File: config.mk
export PLATFORM = sky130hd
export DESIGN_NAME = sfec_cell
export DESIGN_NICKNAME = d
export VERILOG_FILES = /design/src/hdl/sfec_pkg.sv /design/src/hdl/sfec_cell.sv
export SDC_FILE = /design/constraint.sdc
export NUM_CORES = 1
export LEC_CHECK = 0
export BUFFER_PORTS_ARGS = -buffer_cell sky130_fd_sc_hd__clkbuf_2
export CORE_UTILIZATION = 39
export DETAILED_ROUTE_END_ITERATION = 10
export GPL_TIMING_DRIVEN = 0
export PLACE_DENSITY = 0.77
export SLEW_MARGIN = 15
export SYNTH_ARGS = -nofsm -noshare
export SYNTH_HDL_FRONTEND = slang
export SYNTH_SLANG_ARGS = --single-unit
File: constraint.sdc
create_clock -name clock -period 1 [get_ports clock]
set_input_delay 0.1 -clock clock [delete_from_list [all_inputs] [get_ports clock]]
set_output_delay 0.1 -clock clock [all_outputs]
set_load 0.02 [all_outputs]
File: src/hdl/sfec_pkg.sv
// Shared constants and types for the symmetric FIR with clamped record edges.
// Used by every module of the block; depends on nothing else.
`default_nettype none

package sfec_pkg;

   localparam int MAX_HALF_WIDTH_DEF = 5;
   localparam int SAMPLE_BITS_DEF    = 16;

   localparam int COEF_BITS     = 24;
   localparam int OUT_BITS      = 24;
   localparam int FRAC_BITS     = 16;
   localparam int NUM_COEF      = 6;
   localparam int HW_REG_BITS   = 3;
   localparam int CSR_IDX_BITS  = 3;
   localparam int CSR_DATA_BITS = 24;

   localparam logic                   BACK_ADD_RST   = 1'b1;
   localparam logic [HW_REG_BITS-1:0] HALF_WIDTH_RST = 3'd2;

   typedef enum logic [CSR_IDX_BITS-1:0] {
      REG_BACK_ADD    = 3'd0,
      REG_HALF_WIDTH  = 3'd1,
      REG_COEF_CENTRE = 3'd2,
      REG_COEF_ONE    = 3'd3,
      REG_COEF_TWO    = 3'd4,
      REG_COEF_THREE  = 3'd5,
      REG_COEF_FOUR   = 3'd6,
      REG_COEF_FIVE   = 3'd7
   } csr_reg_type;

   // load enables of the datapath stages behind the window
   typedef struct packed {
      logic pre;
      logic mul;
      logic pair;
      logic total;
      logic out;
   } stg_en_type;

   // window cell control
   typedef struct packed {
      logic load;
      logic fill;
   } win_ctl_type;

endpackage

`default_nettype wire

File: src/hdl/sfec_cell.sv
// One tap of the sample window: holds a sample and hands it to its neighbor.
// Depends on sfec_pkg for the control struct.
`default_nettype none

module sfec_cell #(
   parameter int SAMPLE_BITS = sfec_pkg::SAMPLE_BITS_DEF
) (
   input  wire                            clock,
   input  wire sfec_pkg::win_ctl_type     ctl,
   input  wire logic signed [SAMPLE_BITS-1:0] fill_d,
   input  wire logic signed [SAMPLE_BITS-1:0] shift_d,
   output logic signed [SAMPLE_BITS-1:0]  data
);

   logic signed [SAMPLE_BITS-1:0] data_ff;
   logic signed [SAMPLE_BITS-1:0] data_in;

   // record start loads every cell with the first sample
   always_comb begin
      data_in = data_ff;
      if (ctl.load) begin
         data_in = ctl.fill ? fill_d : shift_d;
      end
   end

   always_ff @(posedge clock) begin
      data_ff <= data_in;
   end

   assign data = data_ff;

endmodule

`default_nettype wire

== Word level (Yosys, flattened, before mapping) ==
Cells that the tools add are included.
Cells by class
  multiplexer cells: 1
Operators with widths (number)
  16-bit 2-to-1 mux: 1
Storage, ports and cells
  logic and storage cells: 2
  output and inout bits: 16
  flip-flop bits (word level): 16
  bits of input ports: 35

== Logic depth before layout (Yosys ltp) ==
  depth in word-level cells: 1
  mapped depth: 3
  depth with buffers taken out: 1

== Least setup slack after synthesis ==
Ideal clock, no wire load.
  kind: input-to-reg
  from: input ctl[0] (netlist bit)
  to: register data_ff[10] (netlist: data[10]), data pin
  setup slack: 0.104 ns
  stages: 3
  data arrival time: 0.636 ns
  required time: 0.740 ns
  buffers on the path: 2
  setup time: 0.260 ns
  path through: buf_6 > buf_12 > mux2_4
Between the ends
  longest elaborated chain between the ends: 1
RTL lines
  start, declared: RTL line sfec_cell.sv:9  | input wire sfec_pkg::win_ctl_type ctl,
  16-bit 2-to-1 mux: RTL line sfec_cell.sv:22  | data_in = ctl.fill ? fill_d : shift_d;
  end signal, assigned: RTL line sfec_cell.sv:27  | data_ff <= data_in;
  end, declared: RTL line sfec_cell.sv:15  | logic signed [SAMPLE_BITS-1:0] data_ff;
No other way between the ends.
A chain may end at the register's enable or synchronous reset.

== Final worst setup path ==
  from: register data_ff[14] (netlist: data[14])
  to: output data[14]
RTL lines
  end, declared: RTL line sfec_cell.sv:12  | output logic signed [SAMPLE_BITS-1:0] data
No word-level cell between the ends.

==> flow_metrics.tcl <==
set metrics [dict create \
    vias 484 \
    fin_crit_sh_pct 92.0 \
    cp-start-kind "flip-flop" \
    comb_power_share_pct 21.3 \
    cp_data_required_time_ns 0.90 \
    path_class "flip-flop to output port" \
    power_density_nw_per_um2 1410 \
    arrival_ns 0.82 \
    ys_seq_area_share_pct 65.9 \
    grt_usage_pct 11.6 \
    status "finished clean" \
    swShare_pct 23.9 \
    synthDistinctLibCells 5 \
    nets 123 \
    path_delay_family "flip-flops" \
    core_sq_um 1750 \
    leakage_nw 0.495 \
    cts_sinks 16 \
    max_cap_violations 0 \
    ys.flop_type "edfxtp_1" \
    holdBufCountCts 0 \
    hold_path.class "input pin to flip-flop" \
    port_buffers 49 \
    syn_nets 69 \
    cts_setup_buffers 0 \
    clkTransAtPathRegs_ns 0.09 \
    largest_register_ffs 16 \
    finalMaxSlewViolations 0 \
    critPathSlowestCell "edfxtp_1" \
    max-clock-path-buffers 2 \
    synth_edf_count 16 \
    synth_async_sr_flop_share_pct 0 \
    yosys.area.top_type "edfxtp_1" \
    avgRoutedWirePerCell_um 10.8 \
    layout.cells.non_filler 111 \
    max_slew.worst_pin.slew_ns 0.381 \
    synth_area_leaders "edfxtp_1 (66%), mux2_4 (21%), mux2_2 (9.3%), buf_12 (2.7%), buf_6 (1.5%)" \
    areaGrowthSynthToFinish_pct 41.0 \
    irDropWorstVdd_uv 705 \
    drc 0 \
    ys.warnings.count 0 \
    setup_viol 0 \
    dp_cells 108 \
    rows 15 \
    min_from "shift_d[9]" \
    htree_levels 1 \
    path_cells "clkbuf_2" \
    io_pins 51 \
    hold_depth 2 \
    grt_first_pass_wirelength_mm 1.67 \
    drtAntennaViolNets 0 \
    drtPass1Iterations 2 \
    post-route-min-period_ns 0.920 \
    path_max_fanout 1 \
    slew_headroom_pct 74.6 \
    synth_top_area_share_pct 65.9 \
    drive_above_1_share_pct 81.4 \
    antenna_cells 0 \
    die_width_um 45.2 \
    synth_cells 34 \
    crit_start "data[14]$_DFFE_PP_" \
    fmax_mhz 1090 \
    clockRootBuffer "clkbuf_4" \
    p_seq_share_pct 56.7 \
    hold_viol 0 \
    die-area_sq_um 2050 \
    switchingPower_uw 347 \
    synth.most_common_cell "edfxtp_1" \
    place.gp.congestion 0.655 \
    antenna_found_initial 0 \
    vias_per_cell 4.36 \
    cts_tree "yes" \
    ys_seq_elements 16 \
    grt_max_degree 17 \
    critPathCaptureType "output port" \
    gr-total-overflow 0 \
    rsz0062_at_grt "false" \
    grt_pass1_vias 455 \
    min_to "data[9]$_DFFE_PP_" \
    netlist_top_cells_count "edfxtp_1 (16), mux2_4 (10), mux2_2 (6)" \
    routed_wirelength_mm 1.20 \
    numCtsBuffers 3 \
    die-height_um 45.2 \
    syn_area_sq_um 729 \
    clock_power_share_pct 22.1 \
    setup-tns-final_ns 0 \
    p_int_mw 1.11 \
    avgSynthCellArea_sq_um 21.5 \
    initial_utilization_pct 41.8 \
    drt_iter0_drc 2 \
    postCtsResizedCells 0 \
    cpPeakStageDelay_ns 0.38 \
    timing.critical_path.buf_inv 1 \
]
## cell type report
cell class | instances | area [sq um]
sequential | 16 | 480
tap | 25 | 31.3
fill | 140 | 717
timing repair buffer | 49 | 245
buffer | 2 | 31.3
multi-input combinational | 16 | 218
clock buffer | 3 | 22.5
## logic make-up (layout without fill, tap and decap cells)
| logic type | count (synthesis) | count (layout) | synth area share [%] |
|---|---|---|---|
| muxes | 16 | 16 | 29.8 |
| DFF | 16 | 16 | 65.9 |
| buffers and inverters | 2 | 54 | 4.29 |
## power by group through the flow
stage	Combinational, mW	Sequential, mW	Clock [mW]
2_1_floorplan	0.0967	0.923	0
3_3_place_gp	0.307	0.839	0
3_5_place_dp	0.314	0.841	0
4_1_cts	0.314	0.826	0.329
5_1_grt	0.331	0.831	0.356
6_report	0.309	0.824	0.321
## routing by layer
layer	vias up	share of wire [%]	track usage, %	wire, um
li1	238	-	-	-
met1	221	34	10.1	409
met2	25	59	24.1	708
met3	0	7.0	3.60	84
met4	0	0	3.64	0
met5	-	0	0	0
## cells in the final DEF, fill, tap and decap left out, drive strengths merged
master  instances
edfxtp         16
mux2           16
buf             2
clkbuf         52
## through the flow
stage	hold slack, ns	util [%]	setup WS, ns	power (mW)	instance area (sq um)
after floorplan	0.212	-	0.104	1.02	729
after global placement	0.401	57.6	0.0818	1.15	1010
after detailed placement	0.404	57.6	0.0703	1.16	1010
after CTS	0.116	58.9	0.0678	1.47	1030
after global routing	0.0994	58.9	0.0346	1.52	1030
final	0.121	58.9	0.0797	1.45	1030
## worst max path at each step
stage,endpoint,cells after the start
CTS,data[14],1
global route,data[3],1
floorplan,data[10]$_DFFE_PP_,3
global placement,data[3]$_DFFE_PP_,3
detailed placement,data[7]$_DFFE_PP_,3
finish,data[14],1
No activity file was read; power rests on OpenSTA's default activity.
