### config.mk
export PLATFORM = sky130hd
export DESIGN_NAME = sfec_lane
export DESIGN_NICKNAME = d
export VERILOG_FILES = /design/src/hdl/sfec_pkg.sv /design/src/hdl/sfec_lane.sv
export SDC_FILE = /design/constraint.sdc
export NUM_CORES = 1
export LEC_CHECK = 0
export BUFFER_PORTS_ARGS = -buffer_cell sky130_fd_sc_hd__buf_2
export CORE_UTILIZATION = 30
export DETAILED_ROUTE_END_ITERATION = 12
export GPL_ROUTABILITY_DRIVEN = 0
export PLACE_DENSITY = 0.55
export SYNTH_ARGS = -nofsm -noshare
export SYNTH_HDL_FRONTEND = slang
export SYNTH_SLANG_ARGS = --single-unit
export TNS_END_PERCENT = 10
### constraint.sdc
create_clock -name clock -period 11.45 [get_ports clock]
set_clock_uncertainty 0.2 [all_clocks]
set_input_delay 3.435 -clock clock [delete_from_list [all_inputs] [get_ports clock]]
set_output_delay 3.435 -clock clock [all_outputs]
set_load 0.03 [all_outputs]
### src/hdl/sfec_pkg.sv
// Shared constants and types for the symmetric FIR with clamped record edges.
// Used by every module of the block; depends on nothing else.
`default_nettype none

package sfec_pkg;

   localparam int MAX_HALF_WIDTH_DEF = 5;
   localparam int SAMPLE_BITS_DEF    = 16;

   localparam int COEF_BITS     = 24;
   localparam int OUT_BITS      = 24;
   localparam int FRAC_BITS     = 16;
   localparam int NUM_COEF      = 6;
   localparam int HW_REG_BITS   = 3;
   localparam int CSR_IDX_BITS  = 3;
   localparam int CSR_DATA_BITS = 24;

   localparam logic                   BACK_ADD_RST   = 1'b1;
   localparam logic [HW_REG_BITS-1:0] HALF_WIDTH_RST = 3'd2;

   typedef enum logic [CSR_IDX_BITS-1:0] {
      REG_BACK_ADD    = 3'd0,
      REG_HALF_WIDTH  = 3'd1,
      REG_COEF_CENTRE = 3'd2,
      REG_COEF_ONE    = 3'd3,
      REG_COEF_TWO    = 3'd4,
      REG_COEF_THREE  = 3'd5,
      REG_COEF_FOUR   = 3'd6,
      REG_COEF_FIVE   = 3'd7
   } csr_reg_type;

   // load enables of the datapath stages behind the window
   typedef struct packed {
      logic pre;
      logic mul;
      logic pair;
      logic total;
      logic out;
   } stg_en_type;

   // window cell control
   typedef struct packed {
      logic load;
      logic fill;
   } win_ctl_type;

endpackage

`default_nettype wire

### src/hdl/sfec_lane.sv
// One coefficient lane: pre-add or pre-subtract of the tap pair, then multiply by the coefficient.
// Depends on sfec_pkg for widths and the stage enable struct.
`default_nettype none

module sfec_lane #(
   parameter int SAMPLE_BITS = sfec_pkg::SAMPLE_BITS_DEF
) (
   input  wire                                          clock,
   input  wire sfec_pkg::stg_en_type                    en,
   input  wire logic signed [SAMPLE_BITS-1:0]           fwd,
   input  wire logic signed [SAMPLE_BITS-1:0]           bwd,
   input  wire logic                                    sub,
   input  wire logic signed [sfec_pkg::COEF_BITS-1:0]   coef,
   output logic signed [SAMPLE_BITS+sfec_pkg::COEF_BITS:0] prod
);

   localparam int P_W = SAMPLE_BITS + 1;
   localparam int M_W = P_W + sfec_pkg::COEF_BITS;

   logic signed [P_W-1:0] pre_ff;
   logic signed [P_W-1:0] pre_in;
   logic signed [M_W-1:0] prod_ff;
   logic signed [M_W-1:0] prod_in;

   always_comb begin
      if (sub) begin
         pre_in = P_W'(fwd) - P_W'(bwd);
      end else begin
         pre_in = P_W'(fwd) + P_W'(bwd);
      end
      prod_in = M_W'(pre_ff) * M_W'(coef);
   end

   always_ff @(posedge clock) begin
      if (en.pre) begin
         pre_ff <= pre_in;
      end
      if (en.mul) begin
         prod_ff <= prod_in;
      end
   end

   assign prod = prod_ff;

endmodule

`default_nettype wire

Yosys cells after proc, flatten, opt, wreduce, memory -nomap -nowiden
Cells that the tools add are included.

$add $sub $neg: 2. Multiply operators: 1. Muxes and demuxes: 1.

Operators by type and width (number): 17-bit by 24-bit multiplier with 41-bit output (1); 16-bit by 16-bit adder with 17-bit output (1); 17-bit two-way mux (1); 16-bit by 16-bit subtractor with 17-bit output (1).

Register bits: 58. Input port bits: 63. Output and inout port bits: 41. Logic and storage cells: 6.

Depth between registers and ports, before layout
Word-level depth: 2. Mapped depth: 24. Depth with buffers taken out: 23.

Worst setup path after synthesis
Ideal clock, no wire load.

Path type: in2reg. Start: input port coef[23] (netlist name). End: register prod_ff[40], in the netlist prod[40], data pin. Library setup time: 0.261 ns. Arrival time: 8.874 ns. Required time: 10.989 ns. Setup slack: 2.114 ns. Stages on the path: 21. Path buffers: 2. Cell sequence: clkbuf_1 -> nand2_1 -> inv_1 -> fa_1 -> fa_1 -> inv_1 -> fa_1 -> fa_1 -> fa_1 -> fa_1 -> inv_1 -> ha_1 -> clkbuf_1 -> a21oi_1 -> a21o_1 -> nand3b_1 -> a221oi_1 -> inv_1 -> o2111ai_1 -> nand3_1 -> nor3b_1.

Longest elaborated chain between the ends: 1.

RTL lines: start, declared (RTL line sfec_lane.sv:13) `input wire logic signed [sfec_pkg::COEF_BITS-1:0] coef,`; 17-bit by 24-bit multiplier with 41-bit output (RTL line sfec_lane.sv:31) `prod_in = M_W'(pre_ff) * M_W'(coef);`; via prod_in[40] (RTL line sfec_lane.sv:23) `logic signed [M_W-1:0] prod_in;`; end signal, assigned (RTL line sfec_lane.sv:39) `prod_ff <= prod_in;`; end, declared (RTL line sfec_lane.sv:22) `logic signed [M_W-1:0] prod_ff;`.

The timed path passes the listed nets, and every way through them passes these cells. A chain may end at the register's enable or synchronous reset.

Worst setup path in the final report
Start: input port coef[14] (netlist name). End: register prod_ff[34], in the netlist prod[34], data pin.

Same word-level chain as after synthesis.

==> results.py <==
metrics = {
    "die": {
        "core_area_um2": 56500,
        "die_h_um": 242,
        "initial_utilization_pct": 30.5,
        "row_count": 87,
        "die_area_um2": 58300,
        "dieWidth_um": 242,
        "ios": 104,
    },
    "sta": {
        "holdWs_ns": 0.685,
        "grt_setup_unrepaired": "no",
        "final-setup-viol-count": 0,
        "hold_violations": 0,
        "fin_crit_sh_pct": 88.4,
        "fin_crit_ns": 10.12,
        "slew_violations": 0,
        "max_freq_ghz": 0.0988,
        "tns_ns": 0,
        "slew_headroom_pct": 30.4,
        "worst_pin_slew_ns": 1.04,
    },
    "detailed_routing": {
        "ant_nets": 0,
        "routed_wl_mm": 41.3,
        "vias_per_cell": 4.57,
        "dr_wl_met3_mm": 1.44,
        "wirelength_met1_mm": 18.1,
        "drc": 0,
        "dr.first_iter.drc_count": 406,
        "dr.pass1.iters": 5,
        "routed.top_layer": "met4",
        "wl_met2_mm": 21.0,
        "vias": 12035,
        "wl_per_cell_um": 15.7,
    },
    "final_layout": {
        "fin_area_um2": 18900,
        "fillers": 5881,
        "fin_nets": 2455,
        "area_delta_synth_final_pct": 9.60,
        "seqCellArea_um2": 1740,
        "multi_input_area_um2": 13600,
        "drive_gt1_share_pct": 7.67,
    },
    "yosys": {
        "ys_types": 54,
        "synth_fa_ha_area_share_pct": 55.2,
        "synth_edf_count": 58,
        "synth-compound-area-share_pct": 5.35,
        "yosysWarnings": 0,
        "ys_seq_area_share_pct": 10.1,
        "synth_top_family_by_area": "adder cells",
        "syn_avg_cell_area_um2": 9.52,
        "muxShareOfSynthArea_pct": 0.0582,
        "postSynthNetCount": 2388,
        "yosys.area_share.xor_xnor_pct": 3.41,
        "synth-simple-area-share_pct": 15.2,
        "ys_seq_elements": 58,
        "syn_inst": 1807,
        "syn_area_um2": 17200,
        "ys_async_sr_fraction_pct": 0,
        "ys_dominant_reg_cell": "edfxtp_1",
    },
    "min_path": {
        "hold_path_end": "prod[0]",
        "min_path_type": "reg2reg",
        "min_path_cells": 2,
        "hp-start": "pre_ff[0]",
    },
    "cts": {
        "htreeDepth": 3,
        "clock_path_buffers": 2,
        "cts_setup_buffers": 0,
        "clk_latency_ns": 0.38,
        "cts_buffers": 9,
        "root_buffer": "clkbuf_16",
        "clk_pin_slew_worst_paths_ns": 0.06,
        "hold_buffers": 0,
        "cts_sinks": 58,
        "ctsResizeCount": 0,
        "tritoncts": "yes",
    },
    "global_routing": {
        "grt_pass1_vias": 13396,
        "grt_pass1_wl_mm": 70.4,
        "grt_overflow": 0,
        "globalRouteTotalUtil_pct": 15.4,
        "grt_start_max_net_pins": 42,
        "antenna_found_initial": 1,
    },
    "setup_path": {
        "reg2reg_slack_ns": 3.85,
        "worst_ep_arrival_time_ns": 10.04,
        "reg2reg_from": "pre_ff[10]",
        "cp-end-kind": "flop",
        "rr_worst_depth": 21,
        "path_max_fanout": 17,
        "critPathKind": "in2reg",
        "required_ns": 11.38,
        "rr_endpoint": "prod[34]",
        "setup.worst_path.start_class": "input pin",
    },
    "job": {
        "maxCapViolCount": 0,
    },
    "place": {
        "dp_hpwl_mm": 33.6,
        "dpl_cell_area_um2": 18600,
        "io_buffers": 100,
    },
    "run_status": {
        "status": "finished, final reports clean",
    },
}
-- placed cells by master (no fill, tap or decap), types with 13 or more instances in the layout --
cell type,instances
and2_1,184
a21o_1,15
nand2b_1,13
xor2_1,15
edfxtp_1,58
nand3_1,15
xnor2_1,52
nor2_1,54
ha_1,116
fa_1,402
buf_4,16
buf_2,100
inv_1,428
o21ai_0,17
a21oi_1,48
nand2_1,233
nor3_1,13
-- how the worst max path moves through the flow --
stage	startpoint	endpoint	cells past startpoint
2_1_floorplan	coef[23]	prod[40]	21
3_3_place_gp	coef[14]	prod[34]	22
3_5_place_dp	coef[14]	prod[40]	23
4_1_cts	coef[14]	prod[34]	22
5_1_grt	coef[14]	prod[40]	23
6_report	coef[14]	prod[34]	22
-- sequential cells by signal, summed over array words and instances, names as in the netlist --
signal  count
prod       41
pre_ff     17
-- metal layers --
layer	GRT usage, %	vias up
met1	19.7	6297
li1	-	5500
met3	2.12	30
met4	4.48	0
met5	0	-
met2	27.0	208
-- critical path, stage by stage --
cell and delay [ns]:
buf_2 0.35, nand2_1 0.15, fa_1 0.56, inv_1 0.06, fa_1 0.53, inv_1 0.06
fa_1 0.51, inv_1 0.06, fa_1 0.49, fa_1 0.50, inv_1 0.05, fa_1 0.50
inv_1 0.05, ha_1 0.37, and3_1 0.21, nand2_1 0.10, or2_2 0.33, a31oi_1 0.54
o21ai_0 0.40, a31oi_1 0.34, o211ai_1 0.18, o2111a_1 0.28
-- layout make-up --
cell class	count	share of cell area [%]
clock inverter	6	0.438
multi-input combinational	1260	72.3
clock buffer	9	1.19
sequential	58	9.23
inverter	429	8.54
tap	756	5.01
antenna	1	0.0133
timing repair buffer	116	3.29
-- cells in the mapped netlist, drive strengths merged (2+ instances only) --
master	n	area (um^2)
a211o	2	17.5
a211oi	6	50.1
a21boi	3	26.3
a21o	15	113
a21oi	51	274
a31oi	4	25.0
and2	184	1150
and3	3	18.8
clkbuf	59	221
edfxtp	58	1740
fa	402	8050
ha	116	1450
inv	428	1610
nand2	233	875
nand2b	13	81.3
nand3	15	75.1
nor2	54	203
nor2b	5	31.3
nor3	13	65.1
nor3b	3	22.5
nor4	3	18.8
o2111ai	3	26.3
o211ai	7	52.6
o21a	9	67.6
o21ai	20	108
o21bai	5	37.5
o31ai	3	22.5
or2	4	25.0
or3	2	12.5
xnor2	52	455
xor2	15	131
-- kinds of logic (layout without fill, tap and decap cells) --
| family | count (synthesis) | in the layout |
|---|---|---|
| compound gates | 137 | 137 |
| xor+xnor | 67 | 67 |
| fa+ha+maj | 518 | 518 |
| buf+inv | 489 | 560 |
| flops | 58 | 58 |
| mux | 1 | 1 |
| other cells | 0 | 1 |
| simple gates | 537 | 537 |
-- through the flow --
stage	std cells	setup slack [ns]	util, %
4_1_cts	2634	1.28	33.4
3_3_place_gp	2619	0.925	32.8
2_1_floorplan	1807	2.11	-
3_5_place_dp	2619	0.875	32.8
6_report	2635	1.33	33.4
5_1_grt	2634	1.04	33.4
Power is not shown: default switching activity piles up to over one toggle a cycle in this logic, so the estimate is an artifact.
