`src/hdl/sfec_pkg.sv`:
```
// Shared constants and types for the symmetric FIR with clamped record edges.
// Used by every module of the block; depends on nothing else.
`default_nettype none

package sfec_pkg;

   localparam int MAX_HALF_WIDTH_DEF = 5;
   localparam int SAMPLE_BITS_DEF    = 16;

   localparam int COEF_BITS     = 24;
   localparam int OUT_BITS      = 24;
   localparam int FRAC_BITS     = 16;
   localparam int NUM_COEF      = 6;
   localparam int HW_REG_BITS   = 3;
   localparam int CSR_IDX_BITS  = 3;
   localparam int CSR_DATA_BITS = 24;

   localparam logic                   BACK_ADD_RST   = 1'b1;
   localparam logic [HW_REG_BITS-1:0] HALF_WIDTH_RST = 3'd2;

   typedef enum logic [CSR_IDX_BITS-1:0] {
      REG_BACK_ADD    = 3'd0,
      REG_HALF_WIDTH  = 3'd1,
      REG_COEF_CENTRE = 3'd2,
      REG_COEF_ONE    = 3'd3,
      REG_COEF_TWO    = 3'd4,
      REG_COEF_THREE  = 3'd5,
      REG_COEF_FOUR   = 3'd6,
      REG_COEF_FIVE   = 3'd7
   } csr_reg_type;

   // load enables of the datapath stages behind the window
   typedef struct packed {
      logic pre;
      logic mul;
      logic pair;
      logic total;
      logic out;
   } stg_en_type;

   // window cell control
   typedef struct packed {
      logic load;
      logic fill;
   } win_ctl_type;

endpackage

`default_nettype wire

```
`src/hdl/sfec_sum.sv`:
```
// Adder tree over the lane products, round half up, shift and saturate.
// Depends on sfec_pkg for widths, fraction bits and the stage enable struct.
`default_nettype none

module sfec_sum #(
   parameter int SAMPLE_BITS = sfec_pkg::SAMPLE_BITS_DEF,
   parameter int NUM_LANES   = sfec_pkg::NUM_COEF
) (
   input  wire                                  clock,
   input  wire sfec_pkg::stg_en_type            en,
   input  wire logic signed [SAMPLE_BITS+sfec_pkg::COEF_BITS:0] prod [NUM_LANES],
   output logic signed [sfec_pkg::OUT_BITS-1:0] filtered
);

   localparam int M_W      = SAMPLE_BITS + 1 + sfec_pkg::COEF_BITS;
   localparam int KEEP_W   = sfec_pkg::OUT_BITS + sfec_pkg::FRAC_BITS;
   localparam int TW       = (M_W + 3 > KEEP_W + 1) ? M_W + 3 : KEEP_W + 1;
   localparam int NUM_PAIR = sfec_pkg::NUM_COEF / 2;
   localparam logic signed [TW-1:0] ROUND = TW'(1) <<< (sfec_pkg::FRAC_BITS - 1);

   logic signed [TW-1:0] term [sfec_pkg::NUM_COEF];
   logic signed [TW-1:0] pair_ff [NUM_PAIR];
   logic signed [TW-1:0] total_ff;
   logic signed [TW-1:0] total_in;
   logic signed [sfec_pkg::OUT_BITS-1:0] filtered_ff;
   logic signed [sfec_pkg::OUT_BITS-1:0] filtered_in;
   logic [TW-KEEP_W:0] hi_bits;

   // missing lanes contribute nothing
   for (genvar j = 0; j < sfec_pkg::NUM_COEF; j++) begin : g_term
      if (j < NUM_LANES) begin : g_used
         assign term[j] = TW'(prod[j]);
      end else begin : g_pad
         assign term[j] = '0;
      end
   end

   always_comb begin
      total_in = pair_ff[0] + pair_ff[1] + pair_ff[2] + ROUND;
      hi_bits  = total_ff[TW-1:KEEP_W-1];
      // clamp when the bits above the result are not pure sign
      if ((&hi_bits) || !(|hi_bits)) begin
         filtered_in = total_ff[KEEP_W-1:sfec_pkg::FRAC_BITS];
      end else if (total_ff[TW-1]) begin
         filtered_in = {1'b1, {(sfec_pkg::OUT_BITS-1){1'b0}}};
      end else begin
         filtered_in = {1'b0, {(sfec_pkg::OUT_BITS-1){1'b1}}};
      end
   end

   always_ff @(posedge clock) begin
      if (en.pair) begin
         for (int j = 0; j < NUM_PAIR; j++) begin
            pair_ff[j] <= term[2*j] + term[2*j+1];
         end
      end
      if (en.total) begin
         total_ff <= total_in;
      end
      if (en.out) begin
         filtered_ff <= filtered_in;
      end
   end

   assign filtered = filtered_ff;

endmodule

`default_nettype wire
```
`config.mk`:
```
export PLATFORM = sky130hd
export DESIGN_NAME = sfec_sum
export DESIGN_NICKNAME = d
export VERILOG_FILES = /design/src/hdl/sfec_pkg.sv /design/src/hdl/sfec_sum.sv
export SDC_FILE = /design/constraint.sdc
export NUM_CORES = 1
export LEC_CHECK = 0
export BUFFER_PORTS_ARGS = -buffer_cell sky130_fd_sc_hd__buf_4
export CORE_AREA = 2 2 174 176
export CTS_CLUSTER_SIZE = 10
export DETAILED_ROUTE_END_ITERATION = 16
export DIE_AREA = 0 0 176 178
export HOLD_SLACK_MARGIN = 0.02
export PLACE_DENSITY = 0.81
export SLEW_MARGIN = 20
export SYNTH_ARGS = -nofsm -noshare
export SYNTH_HDL_FRONTEND = slang
export SYNTH_SLANG_ARGS = --single-unit
```
`constraint.sdc`:
```
create_clock -name clock -period 4.75 [get_ports clock]
set_clock_uncertainty 0.15 [all_clocks]
set_input_delay 0.2375 -clock clock [delete_from_list [all_inputs] [get_ports clock]]
set_output_delay 0.2375 -clock clock [all_outputs]
set_load 0.02 [all_outputs]
```
# ---- Word-level counts from Yosys, hierarchy flattened
# Memories as Yosys holds them, arrays and structs flattened.
# Index checks and enable logic that the tools add are counted.
dict set report word_totals {
  regBits 68
  latchBits 0
  mem_bits_rw 132
  mem_bits_ro 0
  input_bits 252
  output_inout_bits 24
  word_cells 17
  mem_count 1
}
# name depth word_bits rd rd_clocked_by_memory_dff write_ports line
set memory_table {}
lappend memory_table {pair_ff 3 44 3 0 3 sfec_sum.sv:22} ;# logic signed [TW-1:0] pair_ff [NUM_PAIR];
dict set report classes {
  addsub 6
  mul 0
  n_div 0
  order_cmp 0
  eq_ne 0
  shift 0
  muxes 4
  bitwise_logic 0
  n_reduce_logical 4
}
# operator n
set ops {}
lappend ops {{41-bit by 41-bit adder with 42-bit output} 3}
lappend ops {{44-bit adder} 2}
lappend ops {{24-bit two-way mux} 2}
lappend ops {{44-bit by 17-bit adder with 44-bit output, second input constant} 1}
lappend ops {{5-bit AND reduction} 1}
lappend ops {{5-bit OR reduction} 1}
lappend ops {{1-bit two-way mux} 2}
lappend ops {{1-bit logical NOT} 1}
lappend ops {{1-bit logical OR} 1}

# ---- Logic depth before layout (Yosys ltp)
# Gate-level depths: netlist of run 1.
dict set report logic_depth {
  ltp_word 4
  mapped_depth 14
  depth_no_buf 14
}

# ---- Least setup slack after synthesis of run 1
# OpenSTA, ideal clock, no wires.
dict set report synth_timing {
  path_type {reg-to-reg}
  from {memory pair_ff[0][8] in the netlist's numbering}
  to {register total_ff[31] (data pin)}
  setup_time_ps 180
  arrival_ps 3379
  required_time_ps 4420
  setup_slack_ps 1041
  stages_incl_launch_ff 15
  n_path_buf 0
  synth_period_minus_slack_ps 3709
  path_cell_list {edfxtp_1 -> inv_1 -> fa_1 -> inv_1 -> ha_1 -> ha_1 -> and4_1 -> and3_1 -> a22oi_2 -> nand4_1 -> a31oi_1 -> o41ai_1 -> o311ai_2 -> or4b_1 -> o311ai_1}
}
# item line
set synth_rtl {}
lappend synth_rtl {{start, declared} sfec_sum.sv:22}
lappend synth_rtl {{end signal, assigned} sfec_sum.sv:58} ;# total_ff <= total_in;
lappend synth_rtl {{end, declared} sfec_sum.sv:23} ;# logic signed [TW-1:0] total_ff;

==> results of run 1 <==
-- layout by cell type (no fill, tap or decap), drive strengths merged, types with 6 or more instances in the layout --
master	instances
xnor2	84
buf	277
nand2	86
nand3	48
nor2b	12
o21ai	71
clkbuf	17
nand2b	17
a221oi	13
a21oi	152
inv	230
a211oi	17
nor2	76
o21a	17
fa	44
clkinv	7
and3	16
edfxtp	178
nand4	19
and4	8
a21o	108
xor2	48
ha	205
dlygate4sd3	6
and2	11
nor3	31
o21bai	16
o211ai	16
a31oi	15
-- worst max-delay path: stages, from the launching register on --
cell	delay [ps]
edfxtp_1	330
inv_1	60
fa_1	560
inv_1	60
ha_1	280
ha_1	290
and4_1	200
and3_1	190
a22oi_2	260
nand4_1	230
a31oi_1	370
o41ai_1	220
o311ai_2	370
or4b_1	460
o311ai_1	90
-- layout make-up --
type	count	area [um^2]
Timing Repair Buffer	283	2140
Clock buffer	17	425.4
Inverter	223	837.1
Fill cell	2375	10410
Tap cell	390	488.0
Sequential cell	178	5345
Multi-Input combinational cell	1208	9548
Clock inverter	15	212.7
-- final timing paths --
path,start,endpoint,slack [ps],cells past startpoint
max reg2reg,pair_ff[0][9],total_ff[31],450,14
min reg2reg,total_ff[33],filtered[17],370,1
max,pair_ff[0][9],total_ff[31],450,14
min,en[0],filtered[23],70,1
-- flip-flops by register name (all words and copies together), names as in the netlist --
name,flops
filtered,24
pair_ff,126
total_ff,28
-- cell families (layout without fill, tap and decap cells) --
group / after synthesis / after routing
adder cells (fa/ha/maj): 249 / 249
AND/OR/NAND/NOR: 341 / 341
multiplexers: 5 / 5
AO/OA/AOI/OAI: 481 / 481
buffers and inverters: 262 / 538
XOR/XNOR: 132 / 132
flip-flops: 178 / 178
-- layer usage --
metal | share of wire, % | vias to the layer above | GRT usage, %
li1 | - | 6466 | -
met1 | 44 | 6215 | 36.09
met2 | 47 | 490 | 44.78
met3 | 5.5 | 74 | 2.813
met4 | 3.4 | 0 | 10.02
met5 | 0 | - | 0
-- power by group through the flow --
stage / logic (uW) / clock network (uW) / registers, uW
6_report: 4430 / 1500 / 2520
5_1_grt: 4960 / 1580 / 2560
4_1_cts: 4390 / 1520 / 2530
3_5_place_dp: 4310 / 0 / 2560
3_3_place_gp: 4180 / 0 / 2530
2_1_floorplan: 3070 / 0 / 2610
-- repair_timing --
item                                   CTS  global route
setup buffers                            0             0
endpoints found under the hold margin    3             0
hold buffers                             6             0
-- per-stage QoR --
| stage | cell area (um^2) | total power (uW) | utilization (%) | std cells |
|---|---|---|---|---|
| after CTS | 19000 | 8430 | 64.61 | 2314 |
| final | 19000 | 8447 | 64.61 | 2314 |
| after global placement | 18300 | 6718 | 62.23 | 2276 |
| after global routing | 19000 | 9103 | 64.61 | 2314 |
| after floorplan | 15930 | 5681 | - | 1648 |
| after detailed placement | 18300 | 6871 | 62.23 | 2276 |
==> run_results.csv, run 1 <==
group,metric,value,unit
critical_path,crit_path_end_kind,"register",
placement,place_congestion,0.9717,
route,drt-vias-per-instance,5.724,
global_routing,grt_pass1_wl,66180,um
min_path,hold_class,"in -> reg",
synthesis,muxShareOfSynthArea,0.3141,%
route,drt_iter0_markers,895,
die,io_pins,276,
critical_path,critPathArrivalTime,4410,ps
die,start_util,54.19,%
timing,rsz0062_at_grt,"false",
run_status,outcome,"complete, no violations",
clock_tree,clock_path_buffers,2,
timing,max_freq,232.6,MHz
synthesis,ys_top_cells_by_area,"edfxtp_1, ha_1, fa_1",
timing,finalHoldViolCount,0,
critical_path,start_kind,"register",
timing,slew_headroom,48.82,%
synthesis,yosys-top-cells-count,"inv_1, ha_1, edfxtp_1",
die,die_w,176,um
critical_path,crit_fanout,3,
timing,timing.final.crit_period,4300,ps
synthesis,async_reset_ff_share,0,%
clock_tree,cts_sinks,178,
synthesis,synth_compound_area_share,20.14,%
synthesis,synthFlopType,"edfxtp_1",
global_routing,grt_pass1_vias,13200,
timing,setup_violations,0,
pwr,p_leak,0.009109,uW
clock_tree,post_cts_resized,0,
synthesis,synth_cell_types,75,
synthesis,synth_simple_gate_area_share,10.59,%
synthesis,yosysMostFrequentCell,"inv_1",
placement,place_ws,577.3,ps
critical_path,required,4860,ps
cells_and_area,nets,2412,
synthesis,syn_inst,1648,
pwr,p_sw,3373,uW
timing,timing.final.ws_setup,449.9,ps
synthesis,synth_area,0.01593,mm^2
route,wl_per_cell,17.80,um
timing,finalMaxSlewViolations,0,
cells_and_area,diodes,0,
die,coreArea,0.02940,mm^2
route,routed_wl,41200,um
clock_tree,cts_tree,"yes",
pwr,p_seq_share,29.9,%
timing,finalCritPeriodShare,90.53,%
die,die_h,178,um
die,dieArea,0.03133,mm^2
synthesis,yosys.area.top_type_share,33.55,%
placement,place_hpwl,33950,um
synthesis,synth_fa_ha_area_share,21.63,%
die,rows,63,
global_routing,antenna_found_initial,0,
synthesis,synth_top_family_by_area,"adder cells",
synthesis,synth-xor-area-share,7.257,%
pwr,p_comb_share,52.4,%
pwr,p_int,5074,uW
synthesis,synth_nets,2149,
placement,io_buffers,273,
synthesis,ys_seq_area_share,33.55,%
pwr,netSwitchingFraction,39.94,%
route,vias,13250,
global_routing,grt_max_degree,51,
timing,hold_slack,66.41,ps
clock_tree,path_clk_slew,80,ps
clock_tree,clk_latency,440,ps
route,ant_nets,0,
global_routing,grt_use_total,26.75,%
route,drt_pass1_iterations,5,
route,drcViolationCount,0,
critical_path,path_class,"reg -> reg",
timing,tns,0,ps
cells_and_area,area_growth,19.23,%
timing,worstMarginPinSlew,757.8,ps
clock_tree,h-tree-depth,4,
pwr,vdd_drop_max,0.2841,mV
pwr,power_frac_clock,17.7,%
clock_tree,numCtsBuffers,17,
synthesis,synth-edff-count,178,
synthesis,synth-seq-cells,178,
pwr,powerDensity,444.7,mW/mm^2
synthesis,syn_avg_cell_area,9.667,um^2
synthesis,yosys_warnings,0,
synthesis,yosysTopAreaCell,"edfxtp_1",
cells_and_area,drive_gt1_share,17.26,%
global_routing,grt-ovfl-total,0,
clock_tree,cts_root_buffer,"clkbuf_16",
flow_run,drv_cap,0,
No activity file was read; power rests on OpenSTA's default activity.
==> run 2: changes to the inputs <==
CORE_AREA = 2 2 147 207   (was 2 2 174 176)
DIE_AREA = 0 0 149 209   (was 0 0 176 178)
PLACE_DENSITY = unset   (was 0.81)
PLACE_DENSITY_LB_ADDON = 0.12   (was unset)
==> run 2 against run 1 <==
  * Count of clock-buffer cells in the layout did not move
  * Fmax rose by 2.9%
  * Sequential power barely moved
  * Clock power fell by 7%
  * Power fell by 0.40%
  * Global-route usage rose by 1.4 points
  * Combinational power rose by 1%
  * Non-clock buffer count rose by 1
  * Hold slack got worse by 7.0 ps
==> run_results.csv, run 2 (synthesized netlist as in run 1, its figures left out) <==
group,metric,value,unit
clock_tree,cts_root_buffer,"clkbuf_16",
critical_path,rr_worst_depth,14,
global_routing,grtUsageMet2,55.43,%
die,io_pins,276,
timing,timing.final.crit_period,4179,ps
die,dieArea,0.03114,mm^2
clock_tree,postCtsSetupBuffers,0,
cells_and_area,nets,2413,
clock_tree,clock_path_buffers,2,
critical_path,cp_num_buf_inv,2,
pwr,vdd_drop_max,0.3065,mV
die,start_util,54.07,%
global_routing,grt-ovfl-total,0,
global_routing,top_usage_layer,"met2",
critical_path,crit_fanout,3,
clock_tree,ctsHoldBuffers,7,
global_routing,globalRouteMet1Util,26.98,%
critical_path,critical_path.max_stage_delay,580,ps
critical_path,rrSetupSlack,570,ps
critical_path,path_class,"reg -> reg",
timing,worstMarginPinSlew,811.1,ps
cells_and_area,drive_gt1_share,17.00,%
cells_and_area,largest_reg_flops,126,
route,drcViolationCount,0,
critical_path,rr_endpoint,"total_ff[31]",
timing,finalMaxSlewViolations,0,
timing,finalCritPeriodShare,87.97,%
critical_path,crit_chain,"inv_1 > fa_1 > inv_1 > ha_1 > ha_1 > nand4_1 > o21ai_0 > a22oi_2 > nand4_1 > a31oi_1 > o41ai_1 > o311ai_2 > or4b_1 > o311ai_1",
placement,place_hpwl,35450,um
clock_tree,path_clk_slew,70,ps
clock_tree,post_cts_resized,0,
die,die_h,209,um
die,die_w,149,um
route,drt_iter0_markers,617,
timing,hold_slack,59.37,ps
global_routing,grt_pass1_vias,13620,
cells_and_area,area_growth,18.86,%
global_routing,grt_max_degree,121,
route,drt-vias-per-instance,5.698,
global_routing,grt_pass1_wl,67230,um
clock_tree,clk_latency,450,ps
cells_and_area,post-route-util,64.26,%
cells_and_area,layout_common_cells,"buf_4, inv_1, ha_1",
timing,max_freq,239.3,MHz
critical_path,cp_num_cells,14,
clock_tree,numCtsBuffers,17,
timing,rsz0062_at_grt,"false",
critical_path,start_kind,"register",
pwr,p_leak,0.009083,uW
critical_path,critPathArrivalTime,4210,ps
min_path,min_to,"filtered[4]",
route,drt_pass1_iterations,5,
route,routed_wl,42970,um
global_routing,grt_use_total,28.14,%
timing,finalHoldViolCount,0,
clock_tree,cts_sinks,178,
clock_tree,h-tree-depth,4,
critical_path,cpLargestDelayFamily,"compound AO/OA/AOI/OAI gates",
placement,place_congestion,0.9338,
pwr,powerDensity,444.3,mW/mm^2
flow_run,drv_cap,0,
timing,tns,0,ps
global_routing,antenna_found_initial,0,
run_status,outcome,"complete, no violations",
min_path,holdPathStages,1,
timing,setup_violations,0,
placement,io_buffers,273,
critical_path,crit_path_end_kind,"register",
critical_path,required,4780,ps
clock_tree,cts_tree,"yes",
route,wl_per_cell,18.62,um
route,ant_nets,0,
critical_path,regToRegStartpoint,"pair_ff[0][4]",
die,coreArea,0.02947,mm^2
cells_and_area,regMostFlops,"pair_ff",
min_path,hold_start,"en[0]",
route,vias,13150,
die,rows,75,
global_routing,grt_use_met3,3.690,%
cells_and_area,diodes,0,
critical_path,slowest_stage,"o21ai_0",
cells_and_area,final_common_cell,"buf_4",
min_path,hold_class,"in -> reg",
timing,slew_headroom,45.92,%
run 2: layer usage:
layer | wire length (um) | part of all wire [%]
met1 | 14750 | 34
met2 | 24000 | 56
met3 | 1469 | 3.4
met4 | 2744 | 6.4
met5 | 0 | 0
run 2: layout make-up:
class                      instances  area [um^2]
clock buffer                      17        425.4
tap                              385        481.7
multi-input combinational       1208         9548
timing repair buffer             284         2162
sequential                       178         5345
inverter                         223        837.1
fill                            2582        10530
clock inverter                    13        136.4
run 2: through the flow:
| step | setup slack [ps] | total power [uW] | cell area (um^2) | instances |
|---|---|---|---|---|
| CTS | 529.8 | 8466 | 18940 | 2308 |
| global route | 392.0 | 9068 | 18940 | 2308 |
| floorplan | 1041 | 5681 | 15930 | 1648 |
| global placement | 633.5 | 6962 | 18300 | 2271 |
| detailed placement | 565.1 | 7042 | 18300 | 2271 |
| finish | 571.4 | 8413 | 18940 | 2308 |
run 2: power by group:
part | switching, uW | total [uW] | internal [uW]
Clock | 619 | 1390 | 768
Combinational | 2580 | 4480 | 1910
Sequential | 156 | 2540 | 2390
Total | 3350 | 8410 | 5060
run 2: worst max-delay path by stage:
stage	startpoint	endpoint	slack (ps)
floorplan	pair_ff[0][8]	total_ff[31]	1040
global placement	pair_ff[0][4]	total_ff[31]	630
detailed placement	pair_ff[0][4]	total_ff[31]	570
CTS	pair_ff[0][4]	total_ff[31]	530
global route	pair_ff[0][4]	total_ff[31]	390
finish	pair_ff[0][4]	total_ff[31]	570
